## config.mk

```make
export PLATFORM = sky130hd
export DESIGN_NAME = bfdh_mod
export DESIGN_NICKNAME = d
export VERILOG_FILES = /design/src/bfdh_mod.sv
export SDC_FILE = /design/constraint.sdc
export NUM_CORES = 1
export LEC_CHECK = 0
export BUFFER_PORTS_ARGS = -buffer_cell sky130_fd_sc_hd__buf_2
export CAP_MARGIN = 20
export CORE_ASPECT_RATIO = 1.5
export CORE_MARGIN = 3
export CORE_UTILIZATION = 45
export DETAILED_ROUTE_END_ITERATION = 10
export PLACE_DENSITY = 0.7
export SLEW_MARGIN = 30
export SYNTH_ARGS = -nofsm -noshare
export SYNTH_HDL_FRONTEND = slang
export SYNTH_SLANG_ARGS = --single-unit
export TNS_END_PERCENT = 100
```

## constraint.sdc

```tcl
create_clock -name clk -period 6.6 [get_ports clk]
set_input_delay 1.32 -clock clk [delete_from_list [all_inputs] [get_ports clk]]
set_output_delay 1.32 -clock clk [all_outputs]
set_load 0.02 [all_outputs]
```

## src/bfdh_mod.sv

```systemverilog
// Module: restoring 64-bit by MW-bit remainder unit (MW is 25 by default), one bit per cycle
`timescale 1ns / 1ps
module bfdh_mod #(
  parameter int MW = 25
) (
  input  logic          clk,
  input  logic          rst,
  input  logic          start,
  input  logic [63:0]   dividend,
  input  logic [MW-1:0] divisor,
  output logic          done,
  output logic [MW-1:0] rem
);
  logic [63:0]   num;
  logic [MW:0]   r;
  logic [6:0]    cnt;
  logic          busy;
  logic [MW:0]   sh;

  assign sh = {r[MW-1:0], num[63]};

  always_ff @(posedge clk) begin
    if (rst) begin
      busy <= 1'b0;
      done <= 1'b0;
      cnt <= 7'd0;
    end else begin
      done <= 1'b0;
      if (start) begin
        busy <= 1'b1;
        num <= dividend;
        r <= '0;
        cnt <= 7'd0;
      end else if (busy) begin
        num <= num << 1;
        if (sh >= {1'b0, divisor}) r <= sh - {1'b0, divisor};
        else r <= sh;
        cnt <= cnt + 7'd1;
        if (cnt == 7'd63) begin
          busy <= 1'b0;
          done <= 1'b1;
        end
      end
    end
  end

  assign rem = r[MW-1:0];
endmodule

```

==> flow_summary.ini <==
[run_status]
status = finished, final reports clean

[logic_synthesis]
synth_cells = 468
yosys-top-cells-count = edfxtp_1 (89), mux2_2 (63), nor2_1 (39), inv_1 (35), ha_1 (26)
ys_seq_elements = 98
yosysWarnings = 0
synth_ff_type = edfxtp_1
ys_top_cells_by_area = edfxtp_1 (47%), mux2_2 (13%), ha_1 (5.7%), dfxtp_1 (3.2%), mux2i_1 (3.0%)
ys_types = 56
synth-seq-area-share_pct = 50.4
synth_area_per_cell_um2 = 12.1
syn_nets = 587
synth-edff-count = 89
netlist.area_leader.share_pct = 47.2
synth_most_common_cell = edfxtp_1
netlist_area_um2 = 5660
synthArstFlopShare_pct = 0
yosys.area.top_type = edfxtp_1

[drt]
detail-route-antenna-nets = 0
wirelength_um = 12200
firstDrtPassIters = 4
dr_total_vias = 4082
vias_per_cell = 5.53
drc = 0
first_iter_violations = 159
wire_per_inst_um = 16.6

[sta]
final.min_clock_period_ns = 3.69
worst_slack_ns = 2.91
slew_viol_final = 0
tns_ns = 0
fmax_mhz = 271
period_share_pct = 55.8
worst_slew_pin_slew_ns = 0.634
finalHoldViolCount = 0
setup_violations = 0
rsz0062_at_grt = no
slew_headroom_pct = 57.6
worst_clock_skew_ns = 0.00969

[final_layout]
fin_nets = 699
drive_gt1_share_pct = 37.3
nFillCells = 1084
areaGrowthSynthToFinish_pct = 18.3
final_cells = 738
antennaDiodeCount = 0

[clock_tree]
cts_buffers = 9
cts.sinks = 98
clockBufferDepth = 2
postCtsSetupRepairBufs = 0
cts_tree = done
postCtsHoldBufs = 0
cts_resized = 0
root_buffer = clkbuf_16
clk_pin_slew_ns = 0.07
clk_latency_ns = 0.34
htree_levels = 3

[placed_design]
numPlacedInstances = 722
portBuffers = 117
pre_cts_slack_ns = 2.54
hpwl_um = 9030
place.gp.congestion = 0.924

[min_path]
min_path_type = reg -> reg

[die]
ios = 118
die_x_um = 97.6
coreArea_um2 = 12100
start_util_pct = 46.6
rows = 49
die_area_um2 = 14000
die_y_um = 143

[power_and_ir_drop]
p_per_area_nw_per_um2 = 259
total_leakage_power_uw = 0.00278
ir_worst_vdd_mv = 0.155

[global_route]
grt_use_total_pct = 17.8
grt_pass1_wl_um = 20000
overflow = 0
grt_pass1_vias = 4229
grt_antenna_before_repair = 0
grt_max_degree = 58

[worst_setup_path]
crit_top_cell = a21oi_1
path_class = in -> reg
crit_family = compound AO/OA/AOI/OAI gates
cpMaxStageDelayCell = a2111oi_0
cpPeakStageDelay_ns = 0.47
cp.buffers_inverters = 2
cp-start-kind = input port
critPathMaxFanout = 7
crit_path_cell_trace = buf_2 -> inv_1 -> ha_1 -> a2111oi_0 -> a21oi_1 -> o21a_1 -> a221o_1 -> a21o_1 -> a21oi_1 -> xor2_1 -> o22ai_1
worst_ep_arrival_time_ns = 3.76
crit_required_ns = 6.67
worstSetupEndpointType = flip-flop

[job]
maxCapViolCount = 0
## power breakdown
part	internal (µW)	total [µW]	leakage [µW]	switching, µW
logic	187	424	0.00171	237
registers	739	761	0.000928	22.5
clock network	300	549	0.000145	248
total	1230	1730	0.00278	508
## metal layers
layer	wire [µm]	GRT usage [%]	vias to the layer above
li1	-	-	1965
met1	4690	19.4	1964
met2	6430	32.4	136
met3	865	5.68	17
met4	237	6.56	0
met5	0	0	-
## flip-flops by register name (all words and copies together), names as in the netlist
register	cells
num	64
r	25
cnt	7
busy	1
done	1
## area by class of cell
cell class,instances,area (µm²),share of cell area (%)
clock buffer,9,225,3.36
clock inverter,7,82.6,1.23
inverter,35,131,1.96
multi-input combinational,315,2570,38.4
sequential,98,2850,42.6
tap,153,191,2.86
timing repair buffer,121,638,9.53
## worst min-delay path, cell delays in order (launching register included)
cell     delay (ns)
dfxtp_1        0.33
o21ai_0        0.07
a21oi_1        0.06
## placed cells by master (no fill, tap or decap), types with 4 or more instances in the layout
cell	Yosys	routed
a211oi_2	8	8
a21o_1	9	9
a21oi_1	21	20
a31oi_1	4	4
and3_1	5	5
buf_2	1	116
clkbuf_16	0	9
dfxtp_1	9	9
edfxtp_1	89	89
ha_1	26	26
inv_1	35	35
mux2_2	63	63
mux2i_1	17	17
nand2_1	16	16
nand3_1	9	9
nand4_1	6	6
nor2_1	39	39
nor3_1	4	4
o21a_1	6	6
o21ai_0	13	13
xnor2_1	13	13
xor2_1	12	12
## kinds of logic after synthesis
family          synth area share, %
flops                          50.4
simple gates                   8.40
compound gates                 11.3
buf+inv                        4.33
mux                            15.5
xor+xnor                       3.87
fa+ha+maj                      6.10
## metrics by stage
| stage | hold WS, ns | cell area (µm²) | power (µW) | util, % |
|---|---|---|---|---|
| after floorplan | 0.459 | 5660 | 1100 | - |
| after CTS | 0.498 | 6690 | 1760 | 55.1 |
| after global placement | 0.471 | 6370 | 1190 | 52.5 |
| final | 0.498 | 6690 | 1730 | 55.1 |
| after global routing | 0.517 | 6690 | 1820 | 55.1 |
| after detailed placement | 0.487 | 6390 | 1200 | 52.6 |
## final timing paths
| path | from | end | slack (ns) | cells after the start |
|---|---|---|---|---|
| worst max-delay path | divisor[6] | r[15] | 2.91 | 11 |
| worst min-delay path | cnt[5] | cnt[5] | 0.50 | 2 |
| worst max register to register | num[63] | r[23] | 3.52 | 13 |
| worst min register to register | cnt[5] | cnt[5] | 0.50 | 2 |
No activity file was read; power rests on OpenSTA's default activity.
