### src/bfdh_pkg.sv
// Package: shared constants and helper types for the bloom filter core
`timescale 1ns / 1ps
package bfdh_pkg;
  localparam logic [63:0] MM_C1 = 64'h87c37b91114253d5;
  localparam logic [63:0] MM_C2 = 64'h4cf5ad432745937f;
  localparam logic [63:0] FMIX_C1 = 64'hff51afd7ed558ccd;
  localparam logic [63:0] FMIX_C2 = 64'hc4ceb9fe1a85ec53;
  localparam logic [63:0] HASH_SEED = 64'h00000000a5a5a5a5;
  localparam logic [63:0] VALUE_LEN = 64'd32;
  localparam logic [63:0] ADD_A = 64'h0000000052dce729;
  localparam logic [63:0] ADD_B = 64'h0000000038495ab5;
  localparam logic [0:0] CMD_INSERT = 1'b0;
  localparam logic [0:0] CMD_QUERY = 1'b1;
  localparam logic [0:0] CFG_HASH_COUNT = 1'b0;
  localparam logic [0:0] CFG_BIT_COUNT = 1'b1;
  localparam logic [7:0] HASH_COUNT_RESET = 8'd40;
  localparam logic [16:0] BIT_COUNT_RESET = 17'd65536;

  typedef struct packed {
    logic start;
    logic [63:0] a;
    logic [63:0] b;
  } mul_req_t;

  function automatic logic [63:0] rotl(input logic [63:0] x, input logic [5:0] r);
    rotl = (x << r) | (x >> (7'd64 - {1'b0, r}));
  endfunction
endpackage

### src/bfdh_mul.sv
// Module: iterative 64x64 low-word multiplier, 16 bits of operand b per cycle
`timescale 1ns / 1ps
module bfdh_mul
  import bfdh_pkg::*;
(
  input  logic        clk,
  input  logic        rst,
  input  mul_req_t    req,
  output logic        done,
  output logic [63:0] prod
);
  logic [63:0] acc;
  logic [63:0] a;
  logic [63:0] b;
  logic [1:0]  step;
  logic        busy;
  logic [79:0] part;

  assign part = {16'd0, a} * {64'd0, b[15:0]};

  always_ff @(posedge clk) begin
    if (rst) begin
      busy <= 1'b0;
      done <= 1'b0;
      step <= 2'd0;
    end else begin
      done <= 1'b0;
      if (req.start) begin
        busy <= 1'b1;
        step <= 2'd0;
        acc <= 64'd0;
        a <= req.a;
        b <= req.b;
      end else if (busy) begin
        acc <= acc + part[63:0];
        a <= a << 16;
        b <= b >> 16;
        step <= step + 2'd1;
        if (step == 2'd3) begin
          busy <= 1'b0;
          done <= 1'b1;
        end
      end
    end
  end

  assign prod = acc;
endmodule

### config.mk
export PLATFORM = sky130hd
export DESIGN_NAME = bfdh_mul
export DESIGN_NICKNAME = d
export VERILOG_FILES = /design/src/bfdh_pkg.sv /design/src/bfdh_mul.sv
export SDC_FILE = /design/constraint.sdc
export NUM_CORES = 2
export LEC_CHECK = 0
export BUFFER_PORTS_ARGS = -buffer_cell sky130_fd_sc_hd__buf_2
export CAP_MARGIN = 20
export CORE_UTILIZATION = 50
export DETAILED_ROUTE_END_ITERATION = 12
export PLACE_DENSITY = 0.74
export RECOVER_POWER = 100
export SYNTH_ARGS = -nofsm -noshare
export SYNTH_HDL_FRONTEND = slang
export SYNTH_SLANG_ARGS = --single-unit
### constraint.sdc
create_clock -name clk -period 19.35 [get_ports clk]
set_clock_uncertainty 0.1 [all_clocks]
set_input_delay 4.8375 -clock clk [delete_from_list [all_inputs] [get_ports clk]]
set_output_delay 4.8375 -clock clk [all_outputs]
set_load 0.02 [all_outputs]
==> flow_metrics.py <==
metrics = {
    "detailed_routing": {
        "ant_nets": 0,
        "drc_errors": 0,
        "drtPass1Iterations": 6,
        "first_iter_violations": 1994,
        "wl_mm": 95.7,
        "vias": 26174,
        "vias_per_cell": 5.37,
        "wl_per_cell_um": 19.6,
    },
    "critical_path": {
        "worstSetupStartpointType": "primary input",
        "cp-end-kind": "flip-flop",
        "crit_fanout": 68,
        "worst-r2r-cell-count": 22,
        "regToRegStartpoint": "b[2]$_DFFE_PP_",
        "r2r_slack_ns": 8.83,
        "r2r_end": "prod[51]$_SDFFCE_PP0P_",
        "required_ns": 19.31,
        "arrival_ns": 12.44,
        "crit_type": "in2reg",
    },
    "die": {
        "io_pins": 196,
        "core_region_area_sq_um": 71700,
        "start_util_pct": 50.8,
        "die_h_um": 272,
        "dieArea_sq_um": 73900,
        "rows": 98,
        "dieWidth_um": 272,
    },
    "synthesis": {
        "synth_ff_type": "edfxtp_1",
        "yosysWarnings": 0,
        "synth-edff-count": 192,
        "synthesis.area_sq_um": 36400,
        "ys_types": 57,
        "synth_cells": 3870,
        "ys_async_sr_fraction_pct": 0,
        "syn_avg_cell_area_sq_um": 9.41,
        "seq_area_frac_synth_pct": 16.0,
        "synthesis.nets": 4916,
        "synth_seq_cells": 196,
    },
    "clocking": {
        "cts-buffers-inserted": 17,
        "tritoncts": "yes",
        "clk-insertion-delay-late_ns": 0.52,
        "cts_sinks": 196,
        "h-tree-depth": 4,
        "root_buffer": "clkbuf_16",
        "ctsResizeCount": 0,
        "cts.clk_slew.worst_paths_ns": 0.10,
        "post_cts_buffers": 0,
        "postCtsHoldBufs": 0,
        "clock_path_buffers": 2,
    },
    "timing": {
        "rsz0062_at_grt": "no",
        "hold_viol_final": 0,
        "finalWorstPathRequiredPeriod_ns": 12.48,
        "tns_ns": 0,
        "drv_slew": 396,
        "setup_viol": 0,
        "max_freq_mhz": 80.1,
        "tightest_slew_ns": 3.96,
        "post-route-period-util_pct": 64.5,
        "worst_slew_margin_rel_pct": -164,
    },
    "grt": {
        "grt_max_degree": 85,
        "grt_pass1_vias": 28183,
        "grt_antenna_before_repair": 2,
        "grt_overflow": 0,
        "grt_usage_pct": 27.4,
        "grt_pass1_wl_mm": 155,
    },
    "placed_design": {
        "dpl_cell_area_sq_um": 38100,
        "place.gp.congestion": 0.946,
        "place_inst": 4845,
        "portBuffers": 195,
        "hpwlAfterDp_mm": 71.1,
    },
    "min_path": {
        "whs_path_depth": 2,
        "hold_path_startpoint": "step[1]$_SDFFE_PP0P_",
        "min_delay_worst_endpoint": "step[1]$_SDFFE_PP0P_",
        "hp-class": "reg2reg",
    },
    "finish": {
        "finalNonFillerCells": 4878,
        "final_common_cell": "inv_1",
        "area_growth_pct": 5.68,
        "drive_above_1_share_pct": 7.13,
        "layout_common_cells": "inv_1 (1043), fa_1 (814), nand2_1 (688), and2_1 (271), edfxtp_1 (192)",
        "post-route-cell-area_sq_um": 38500,
        "fin_nets": 4960,
        "nFillCells": 6385,
    },
    "flow_run": {
        "drv_cap": 6,
    },
    "run_status": {
        "failed_checks": "capacitance limit, slew limit",
        "status": "finished with violations",
    },
}
-- critical path: stages --
cell,delay [ns]
clkbuf_1,1.98
nor2_1,0.29
nor2_4,0.18
clkbuf_1,2.79
clkbuf_1,2.21
-- cell families after synthesis --
group	count (synthesis)	share of synthesized area (%)
flops	196	16.0
fa+ha+maj	915	48.2
xor+xnor	77	1.85
buf+inv	1241	12.8
mux	105	3.25
compound gates	196	3.63
simple gates	1140	14.2
-- layer usage --
layer  vias to the layer above  track usage (%)  share of wire (%)
met5                         -                0              0.014
met4                         2             8.68                3.1
met3                       197             6.80                 11
met2                      1428             43.5                 46
met1                     13301             37.1                 39
li1                      11246                -                  -
-- Yosys cell counts (51+ instances only) --
master    instances  area [sq um]
a21o_1           51           383
a21oi_1          63           315
and2_1          289          1810
clkbuf_1        185           694
edfxtp_1        192          5770
fa_1            814         16300
ha_1            101          1260
inv_1          1043          3920
mux2_2           97          1090
nand2_1         687          2580
nor2_1           77           289
xnor2_1          55           482
-- cell type report --
class / count / area (sq um) / share of cell area, %
sequential: 196 / 5850 / 15.2
clock buffer: 17 / 425 / 1.10
inverter: 1043 / 3920 / 10.2
multi-input combinational: 2433 / 25900 / 67.2
tap: 950 / 1190 / 3.09
antenna: 1 / 2.50 / 0.00650
clock inverter: 15 / 158 / 0.409
timing repair buffer: 223 / 1080 / 2.82
-- state kept, by name, indices dropped and copies added (netlist names) --
register  count
a            64
busy          1
step          2
prod         64
done          1
b            64
-- worst max path at each step --
stage | start | end | cells past startpoint
2_1_floorplan | req[128] | a[0]$_SDFFCE_PN0P_ | 5
3_5_place_dp | req[128] | prod[63]$_SDFFCE_PP0P_ | 5
3_3_place_gp | req[128] | prod[63]$_SDFFCE_PP0P_ | 5
4_1_cts | b[2]$_DFFE_PP_ | prod[51]$_SDFFCE_PP0P_ | 20
5_1_grt | req[128] | prod[24]$_SDFFCE_PP0P_ | 5
6_report | req[128] | prod[24]$_SDFFCE_PP0P_ | 5
-- stage by stage --
step                      utilization (%)  hold slack, ns  setup slack (ns)
after floorplan                         -           0.365              4.86
after global placement               53.1           0.393             11.60
after detailed placement             53.1           0.391             11.60
after CTS                            53.9           0.436             11.59
after global routing                 53.7           0.466              5.89
final                                53.7           0.433              6.87
Power is left out: the tool's default activity adds up to more than one toggle a clock period on the data nets, which glitch-free logic cannot reach.
